### config.mk
export PLATFORM = sky130hd
export DESIGN_NAME = brb_ctrl
export DESIGN_NICKNAME = d
export VERILOG_FILES = /design/src/rtl/brb_pkg.sv /design/src/rtl/brb_ctrl.sv
export SDC_FILE = /design/constraint.sdc
export NUM_CORES = 1
export LEC_CHECK = 0
export BUFFER_PORTS_ARGS = -buffer_cell sky130_fd_sc_hd__buf_2
export CAP_MARGIN = 20
export CORE_ASPECT_RATIO = 1.5
export CORE_MARGIN = 1
export CORE_UTILIZATION = 57
export DETAILED_ROUTE_END_ITERATION = 10
export GPL_TIMING_DRIVEN = 0
export PLACE_DENSITY = 0.78
export RECOVER_POWER = 25
export SYNTH_ARGS = -nofsm -noshare
export SYNTH_HDL_FRONTEND = slang
export SYNTH_SLANG_ARGS = --single-unit
### constraint.sdc
create_clock -name clk -period 14.3 [get_ports clk]
set_input_delay 4.29 -clock clk [delete_from_list [all_inputs] [get_ports clk]]
set_output_delay 4.29 -clock clk [all_outputs]
set_load 0.03 [all_outputs]
### src/rtl/brb_pkg.sv
// ----------------------------------------------------------------------------
// brb_pkg
// Shared widths, command codes and the result record of the byte ring buffer.
// ----------------------------------------------------------------------------
`default_nettype none

package brb_pkg;

  localparam int DEPTH_DEFAULT     = 4096;
  localparam int MAX_FETCH_DEFAULT = 64;
  localparam int RING_SIZE_RESET   = 4096;

  localparam int CMD_W    = 2;
  localparam int AMOUNT_W = 13;
  localparam int BYTE_W   = 8;
  localparam int FILL_W   = 12;
  localparam int CFG_W    = 13;

  localparam int IN_TDATA_W  = 24;
  localparam int IN_TUSER_W  = 3;
  localparam int OUT_TDATA_W = 24;
  localparam int OUT_TUSER_W = 2;

  localparam logic [CMD_W-1:0] CMD_INSERT = 2'd0;
  localparam logic [CMD_W-1:0] CMD_FETCH  = 2'd1;
  localparam logic [CMD_W-1:0] CMD_MARK   = 2'd2;
  localparam logic [CMD_W-1:0] CMD_QUERY  = 2'd3;

  typedef struct packed {
    logic              accepted;
    logic              data_valid;
    logic [BYTE_W-1:0] data_byte;
    logic              last;
    logic [FILL_W-1:0] fill_count;
  } res_t;

endpackage

`default_nettype wire

### src/rtl/brb_ctrl.sv
// ----------------------------------------------------------------------------
// brb_ctrl
// Positions, fill, chunk admission, fetch sequencer and output register.
// ----------------------------------------------------------------------------
`default_nettype none

module brb_ctrl #(
  parameter int DEPTH     = brb_pkg::DEPTH_DEFAULT,
  parameter int MAX_FETCH = brb_pkg::MAX_FETCH_DEFAULT
) (
  input  wire logic                         clk,
  input  wire logic                         rst,
  input  wire logic                         in_valid,
  output logic                              in_ready,
  input  wire logic [brb_pkg::CMD_W-1:0]    in_cmd,
  input  wire logic                         in_first,
  input  wire logic [brb_pkg::AMOUNT_W-1:0] in_amount,
  input  wire logic [brb_pkg::BYTE_W-1:0]   in_byte,
  input  wire logic                         cfg_valid,
  input  wire logic [brb_pkg::CFG_W-1:0]    cfg_data,
  output logic                              out_valid,
  input  wire logic                         out_ready,
  output brb_pkg::res_t                     out_res,
  output logic                              mem_we,
  output logic      [$clog2(DEPTH)-1:0]     mem_waddr,
  output logic      [brb_pkg::BYTE_W-1:0]   mem_wdata,
  output logic                              mem_re,
  output logic      [$clog2(DEPTH)-1:0]     mem_raddr,
  input  wire logic [brb_pkg::BYTE_W-1:0]   mem_rdata
);

  localparam int PW = $clog2(DEPTH);
  localparam int SW = $clog2(DEPTH + 1);
  localparam int AW = brb_pkg::AMOUNT_W;
  localparam int CW = ((SW > AW) ? SW : AW) + 1;
  localparam int MW = $clog2(MAX_FETCH + 1);
  localparam int RS_RESET_INT =
    (brb_pkg::RING_SIZE_RESET > DEPTH) ? DEPTH : brb_pkg::RING_SIZE_RESET;
  localparam logic [SW-1:0] RS_RESET = SW'(RS_RESET_INT);

  localparam logic ST_IDLE  = 1'b0;
  localparam logic ST_FETCH = 1'b1;

  logic          state, state_next;
  logic [SW-1:0] ring_size, ring_size_next;
  logic [PW-1:0] rd_pos, rd_pos_next;
  logic [PW-1:0] wr_pos, wr_pos_next;
  logic [SW-1:0] fill, fill_next;
  logic          chunk_open, chunk_open_next;
  logic [AW-1:0] chunk_rem, chunk_rem_next;
  logic [MW-1:0] fcnt, fcnt_next;
  logic [PW-1:0] fpos, fpos_next;
  logic          out_valid_next;

  logic          load_ok, accept, load, write;
  brb_pkg::res_t load_res;
  logic [CW-1:0] fill_ext, amt_ext, rs_ext, cfg_ext;
  logic [CW-1:0] mark_k, rd_sum, rd_adv, nf;
  logic          fits;

  function automatic logic [PW-1:0] inc_pos(input logic [PW-1:0] pos,
                                            input logic [SW-1:0] rs);
    logic [SW-1:0] p;
    p = SW'(pos) + SW'(1);
    inc_pos = (p >= rs) ? '0 : p[PW-1:0];
  endfunction

  assign load_ok  = !out_valid || out_ready;
  assign in_ready = (state == ST_IDLE) && load_ok;
  assign accept   = in_valid && in_ready;

  assign fill_ext = CW'(fill);
  assign amt_ext  = CW'(in_amount);
  assign rs_ext   = CW'(ring_size);
  assign cfg_ext  = CW'(cfg_data);
  assign fits     = (fill_ext + amt_ext) < rs_ext;

  assign mark_k = (amt_ext < fill_ext) ? amt_ext : fill_ext;
  assign rd_sum = CW'(rd_pos) + mark_k;
  assign rd_adv = (rd_sum >= rs_ext) ? rd_sum - rs_ext : rd_sum;

  always_comb begin
    nf = (amt_ext < fill_ext) ? amt_ext : fill_ext;
    if (nf > CW'(MAX_FETCH)) begin
      nf = CW'(MAX_FETCH);
    end
  end

  always_comb begin
    state_next      = state;
    ring_size_next  = ring_size;
    rd_pos_next     = rd_pos;
    wr_pos_next     = wr_pos;
    fill_next       = fill;
    chunk_open_next = chunk_open;
    chunk_rem_next  = chunk_rem;
    fcnt_next       = fcnt;
    fpos_next       = fpos;
    write           = 1'b0;
    mem_re          = 1'b0;
    mem_raddr       = fpos;
    load            = 1'b0;
    load_res        = '0;
    load_res.last   = 1'b1;

    if (accept) begin
      unique case (in_cmd)
        brb_pkg::CMD_INSERT: begin
          if (in_first) begin
            chunk_open_next = 1'b0;
            chunk_rem_next  = '0;
            if (fits) begin
              load_res.accepted = 1'b1;
              if (in_amount != '0) begin
                write           = 1'b1;
                chunk_rem_next  = in_amount - AW'(1);
                chunk_open_next = (in_amount != AW'(1));
              end
            end
          end else if (chunk_open && chunk_rem != '0) begin
            load_res.accepted = 1'b1;
            write             = 1'b1;
            chunk_rem_next    = chunk_rem - AW'(1);
            chunk_open_next   = (chunk_rem != AW'(1));
          end
          if (write) begin
            wr_pos_next = inc_pos(wr_pos, ring_size);
            fill_next   = fill + SW'(1);
          end
          load = 1'b1;
        end
        brb_pkg::CMD_FETCH: begin
          if (nf == '0) begin
            load = 1'b1;
          end else begin
            mem_re     = 1'b1;
            mem_raddr  = rd_pos;
            fpos_next  = inc_pos(rd_pos, ring_size);
            fcnt_next  = MW'(nf);
            state_next = ST_FETCH;
          end
        end
        brb_pkg::CMD_MARK: begin
          rd_pos_next = rd_adv[PW-1:0];
          fill_next   = fill - SW'(mark_k);
          load        = 1'b1;
        end
        brb_pkg::CMD_QUERY: begin
          load_res.accepted = fits;
          load              = 1'b1;
        end
        default: begin
          load = 1'b1;
        end
      endcase
    end else if (state == ST_FETCH && load_ok) begin
      // read data for the current byte sits in the store's output register
      load                = 1'b1;
      load_res.data_valid = 1'b1;
      load_res.data_byte  = mem_rdata;
      load_res.last       = (fcnt == MW'(1));
      fcnt_next           = fcnt - MW'(1);
      if (fcnt == MW'(1)) begin
        state_next = ST_IDLE;
      end else begin
        mem_re    = 1'b1;
        mem_raddr = fpos;
        fpos_next = inc_pos(fpos, ring_size);
      end
    end

    load_res.fill_count = brb_pkg::FILL_W'(fill_next);

    // size write empties the ring; user must issue it only when idle, unchecked
    if (cfg_valid) begin
      if (cfg_ext < CW'(2)) begin
        ring_size_next = SW'(2);
      end else if (cfg_ext > CW'(DEPTH)) begin
        ring_size_next = SW'(DEPTH);
      end else begin
        ring_size_next = SW'(cfg_ext);
      end
      rd_pos_next     = '0;
      wr_pos_next     = '0;
      fill_next       = '0;
      chunk_open_next = 1'b0;
      chunk_rem_next  = '0;
    end
  end

  assign mem_we    = write;
  assign mem_waddr = wr_pos;
  assign mem_wdata = in_byte;

  always_comb begin
    if (load) begin
      out_valid_next = 1'b1;
    end else if (out_ready) begin
      out_valid_next = 1'b0;
    end else begin
      out_valid_next = out_valid;
    end
  end

  always_ff @(posedge clk) begin
    if (rst) begin
      state      <= ST_IDLE;
      ring_size  <= RS_RESET;
      rd_pos     <= '0;
      wr_pos     <= '0;
      fill       <= '0;
      chunk_open <= 1'b0;
      chunk_rem  <= '0;
      fcnt       <= '0;
      out_valid  <= 1'b0;
    end else begin
      state      <= state_next;
      ring_size  <= ring_size_next;
      rd_pos     <= rd_pos_next;
      wr_pos     <= wr_pos_next;
      fill       <= fill_next;
      chunk_open <= chunk_open_next;
      chunk_rem  <= chunk_rem_next;
      fcnt       <= fcnt_next;
      out_valid  <= out_valid_next;
    end
  end

  always_ff @(posedge clk) begin
    fpos <= fpos_next;
    if (load) begin
      out_res <= load_res;
    end
  end

  a_fill_below_size: assert property (@(posedge clk) disable iff (rst)
    fill < ring_size)
    else $error("fill reached ring size");

  a_pos_in_ring: assert property (@(posedge clk) disable iff (rst)
    (SW'(rd_pos) < ring_size) && (SW'(wr_pos) < ring_size))
    else $error("position outside ring");

  a_fetch_count: assert property (@(posedge clk) disable iff (rst)
    (state == ST_FETCH) |-> (fcnt != '0))
    else $error("fetch run with no bytes left");

  a_chunk_open_rem: assert property (@(posedge clk) disable iff (rst)
    chunk_open |-> (chunk_rem != '0))
    else $error("open chunk with nothing remaining");

  a_write_only_idle: assert property (@(posedge clk) disable iff (rst)
    mem_we |-> (state == ST_IDLE))
    else $error("store written during fetch run");

endmodule

`default_nettype wire

==> metrics.txt <==
clk sink count 108; IO Pins 109; area leader, netlist ha_1; DR pass1 iterations 5; GRT overflow 0; synth warn 0; Buffers & Inverters on Critical Path 5; Root Driver clkbuf_16; Max stage delay on crit path 0.42 ns; setup ws final 0.951 ns; wire per inst 19.7 um; antenna violations before repair 0; outcome complete, no violations; die area between 15,000 and 20,000 um2; post-layout minimum cycle time 13.35 ns; layout cells sized above 1 10.8%; finished layout cell area about 11,000 um2; Clk pwr share approximately 28%; placed wire-length estimate 23,400 um; largest family of logic cells by synthesized area simple AND/OR/NAND/NOR gates; crit-path leading delay family compound AO/OA/AOI/OAI gates; post-synthesis sequential area ratio 25.1%; synth top area cells ha_1 (16%), dfxtp_1 (15%), edfxtp_1 (10%); Area Growth Syn to Fin 10.4%; Cell Area, Placed 10,800 um2; final WL 30,400 um; post-route DRC violation count 0; cts bufs inserted 9; slew margin rel. a little over a third; final hold slack 0.485 ns; Hold Crit Class reg2reg; Core Util, Final a little under two thirds; cell count after synthesis about 1,200; Pwr Total 0.915 mW; number of distinct library cells after synthesis between 80 and 90; clock slew at reported path FFs 0.08 ns; Port Buf Inserts 100; worst path arrival time roughly 9.1 ns; Post-synth EDFFs 35; mux cell area share after synthesis 3.82%; placed cell count 1,523; Via density around 6.4; post-synth top area share 16.5%; Max Fanout on Critical Path 10; die span in y between 150 and 200 um; Worst Path Required ~10 ns; Non-Filler Instances approximately 1,500; antenna diode count 0; clk_skew 0.0122 ns; Place WS 1.04 ns; pin count of the biggest net entering global routing 21; Compound-Gate Fraction of Synth Area 20.3%; worst path cell trace buf_2 -> ha_1 -> fa_1 -> a21o_1 -> a21oi_1 -> o21ba_2 -> nand2b_1 -> a21oi_1 -> o31ai_1 -> nor2b_1 -> xnor2_1 -> ha_1 -> and3_1 -> a2111o_1 -> a31oi_1 -> a31oi_4 -> or2_1 -> buf_4 -> inv_2 -> buf_6 -> buf_2; clock latency on the worst-skew pair 0.37 ns; Post-synth top flop dfxtp_1; slowest stage cell on the critical path fa_1; Routed Antenna Nets 0; # hold bufs at CTS 0; post_cts resized 0; first-pass GRT wire length between 40,000 and 50,000 um; Iter 0 DRT Violations 766; Initial Util 58.0%; RSZ-0062 raised after global routing false; fmax 74.9 MHz; Slew @ Worst Pin about 0.96 ns; kind of critical path in2out; routed vias 9,783; routability cong. 0.962; sequential power share 37.8%; Setup-failing EPs final 0; final slew viol count 0; nature of the critical path startpoint primary input; XOR/XNOR Fraction of Synth Area under 10%; final period utilization 93.3%; Max IR drop VDD 0.0742 mV; Logic pwr share around a third; net switching share of the total power 37.2%; postcts setup bufs 0; endpoint type of the worst setup path primary output; register bit total from synthesis 108; nets 1,508; FFs w/ async S/R, synth 0%; leakage dissipation 4.59 nW; Pint about 0.57 mW; max-cap viol count 0; number of global-route vias before repair 9,335; GRT Total Usage between 30% and 40%; PD cells 82.8 nW/um2; net switching power of the design 0.340 mW; Clock Path Buffers 2; Setup TNS 0 ns; core area 17,300 um2; H-Tree Depth 3; mapped cell area 10,000 um2; Die X 110 um; synthesized area per cell around 8.3 um2; Mapped Nets between 1,000 and 1,500; CTS tree yes; Post-Synth Adder-Cell Area around 17%; row count between 50 and 60; simple-gate share of the synthesized area 20.9%; Final Hold Viols 0
[placed cells by master (no fill, tap or decap), drive strengths merged, types with 4 or more instances in the layout]
cell,instances
nand3b,8
nor2,98
o21a,10
and2,19
nor2b,17
inv,76
nor4,16
xor2,31
a211oi,16
nand4,11
nand2b,20
xnor2,54
buf,79
nor3,42
edfxtp,35
o221ai,10
fa,4
a32o,11
or2,10
nand3,46
nand2,84
mux2,23
dfxtp,73
a21o,23
o21bai,6
mux2i,12
or3,5
a31oi,17
o211ai,4
or4,6
clkbuf,80
a21oi,80
ha,132
o32ai,5
and3,25
o21ai,87
a22oi,8
[routing by layer]
metal,up-vias,GRT usage (%),share of wire (%)
met4,0,22.9,6.8
met1,4592,36.3,37
met5,-,0,0
met3,119,6.15,6.9
met2,430,59.4,49
li1,4642,-,-
[kinds of logic after synthesis]
logic type                 after synthesis
AOI/OAI and AO/OA                      311
and+or+nand+nor                        413
buffers and inverters                  121
xor gates and xnor gates                85
muxes                                   35
DFF                                    108
adders and majority gates              136
[sequential cells by signal (all words and copies together), names as in the netlist]
signal,count
mem_waddr,12
out_valid,1
chunk_rem,13
fcnt,7
fpos,12
state,1
chunk_open,1
rd_pos,12
ring_size,13
fill,13
out_res,23
[power groups by stage]
stage               clock network [mW]  registers, mW  logic, mW
global route                     0.270          0.348      0.338
floorplan                            0          0.364      0.208
finish                           0.259          0.345      0.311
detailed placement                   0          0.352      0.305
CTS                              0.260          0.345      0.307
global placement                     0          0.352      0.297
[final timing paths]
kind,end,slack [ns],cells after the start,from
max reg2reg,rd_pos[7]$_SDFFE_PP0P_,6.64,28,fill[1]$_SDFF_PP0_
min,fcnt[5]$_SDFFE_PP0P_,0.49,2,fcnt[5]$_SDFFE_PP0P_
min reg2reg,fcnt[5]$_SDFFE_PP0P_,0.49,2,fcnt[5]$_SDFFE_PP0P_
max,mem_we,0.95,21,in_amount[0]
[cells in the mapped netlist (6+ instances only)]
cell type / n
ha_1: 132
nor2_1: 97
nand2_1: 84
o21ai_0: 82
a21oi_1: 80
dfxtp_1: 73
inv_1: 72
xnor2_1: 54
nand3_1: 46
nor3_1: 41
edfxtp_1: 35
clkbuf_1: 31
xor2_1: 31
and3_1: 25
a21o_1: 23
mux2_2: 22
nand2b_1: 20
and2_1: 19
nor2b_1: 17
a31oi_1: 16
a211oi_1: 15
nor4_1: 14
mux2i_1: 12
a32o_1: 11
nand4_1: 11
o21a_1: 10
buf_4: 9
o221ai_1: 9
a22oi_1: 8
nand3b_1: 8
or2_2: 8
o21bai_1: 6
[final cells by class]
| cell class | instances | area, um2 |
|---|---|---|
| inverters | 73 | 274 |
| clock inverters | 7 | 67.6 |
| clock buffers | 9 | 225 |
| plain buffers | 48 | 241 |
| repair buffers | 102 | 477 |
| multi-input cells | 980 | 6990 |
| flip-flops and latches | 108 | 2510 |
| fillers | 1568 | 6220 |
| well taps | 213 | 267 |
[tightest hold or removal path, stage by stage, from the launching register on]
cell,delay (ns)
dfxtp_1,0.32
o21ai_0,0.07
a21oi_1,0.06
Note: power is estimated with default switching activity, not from simulation.
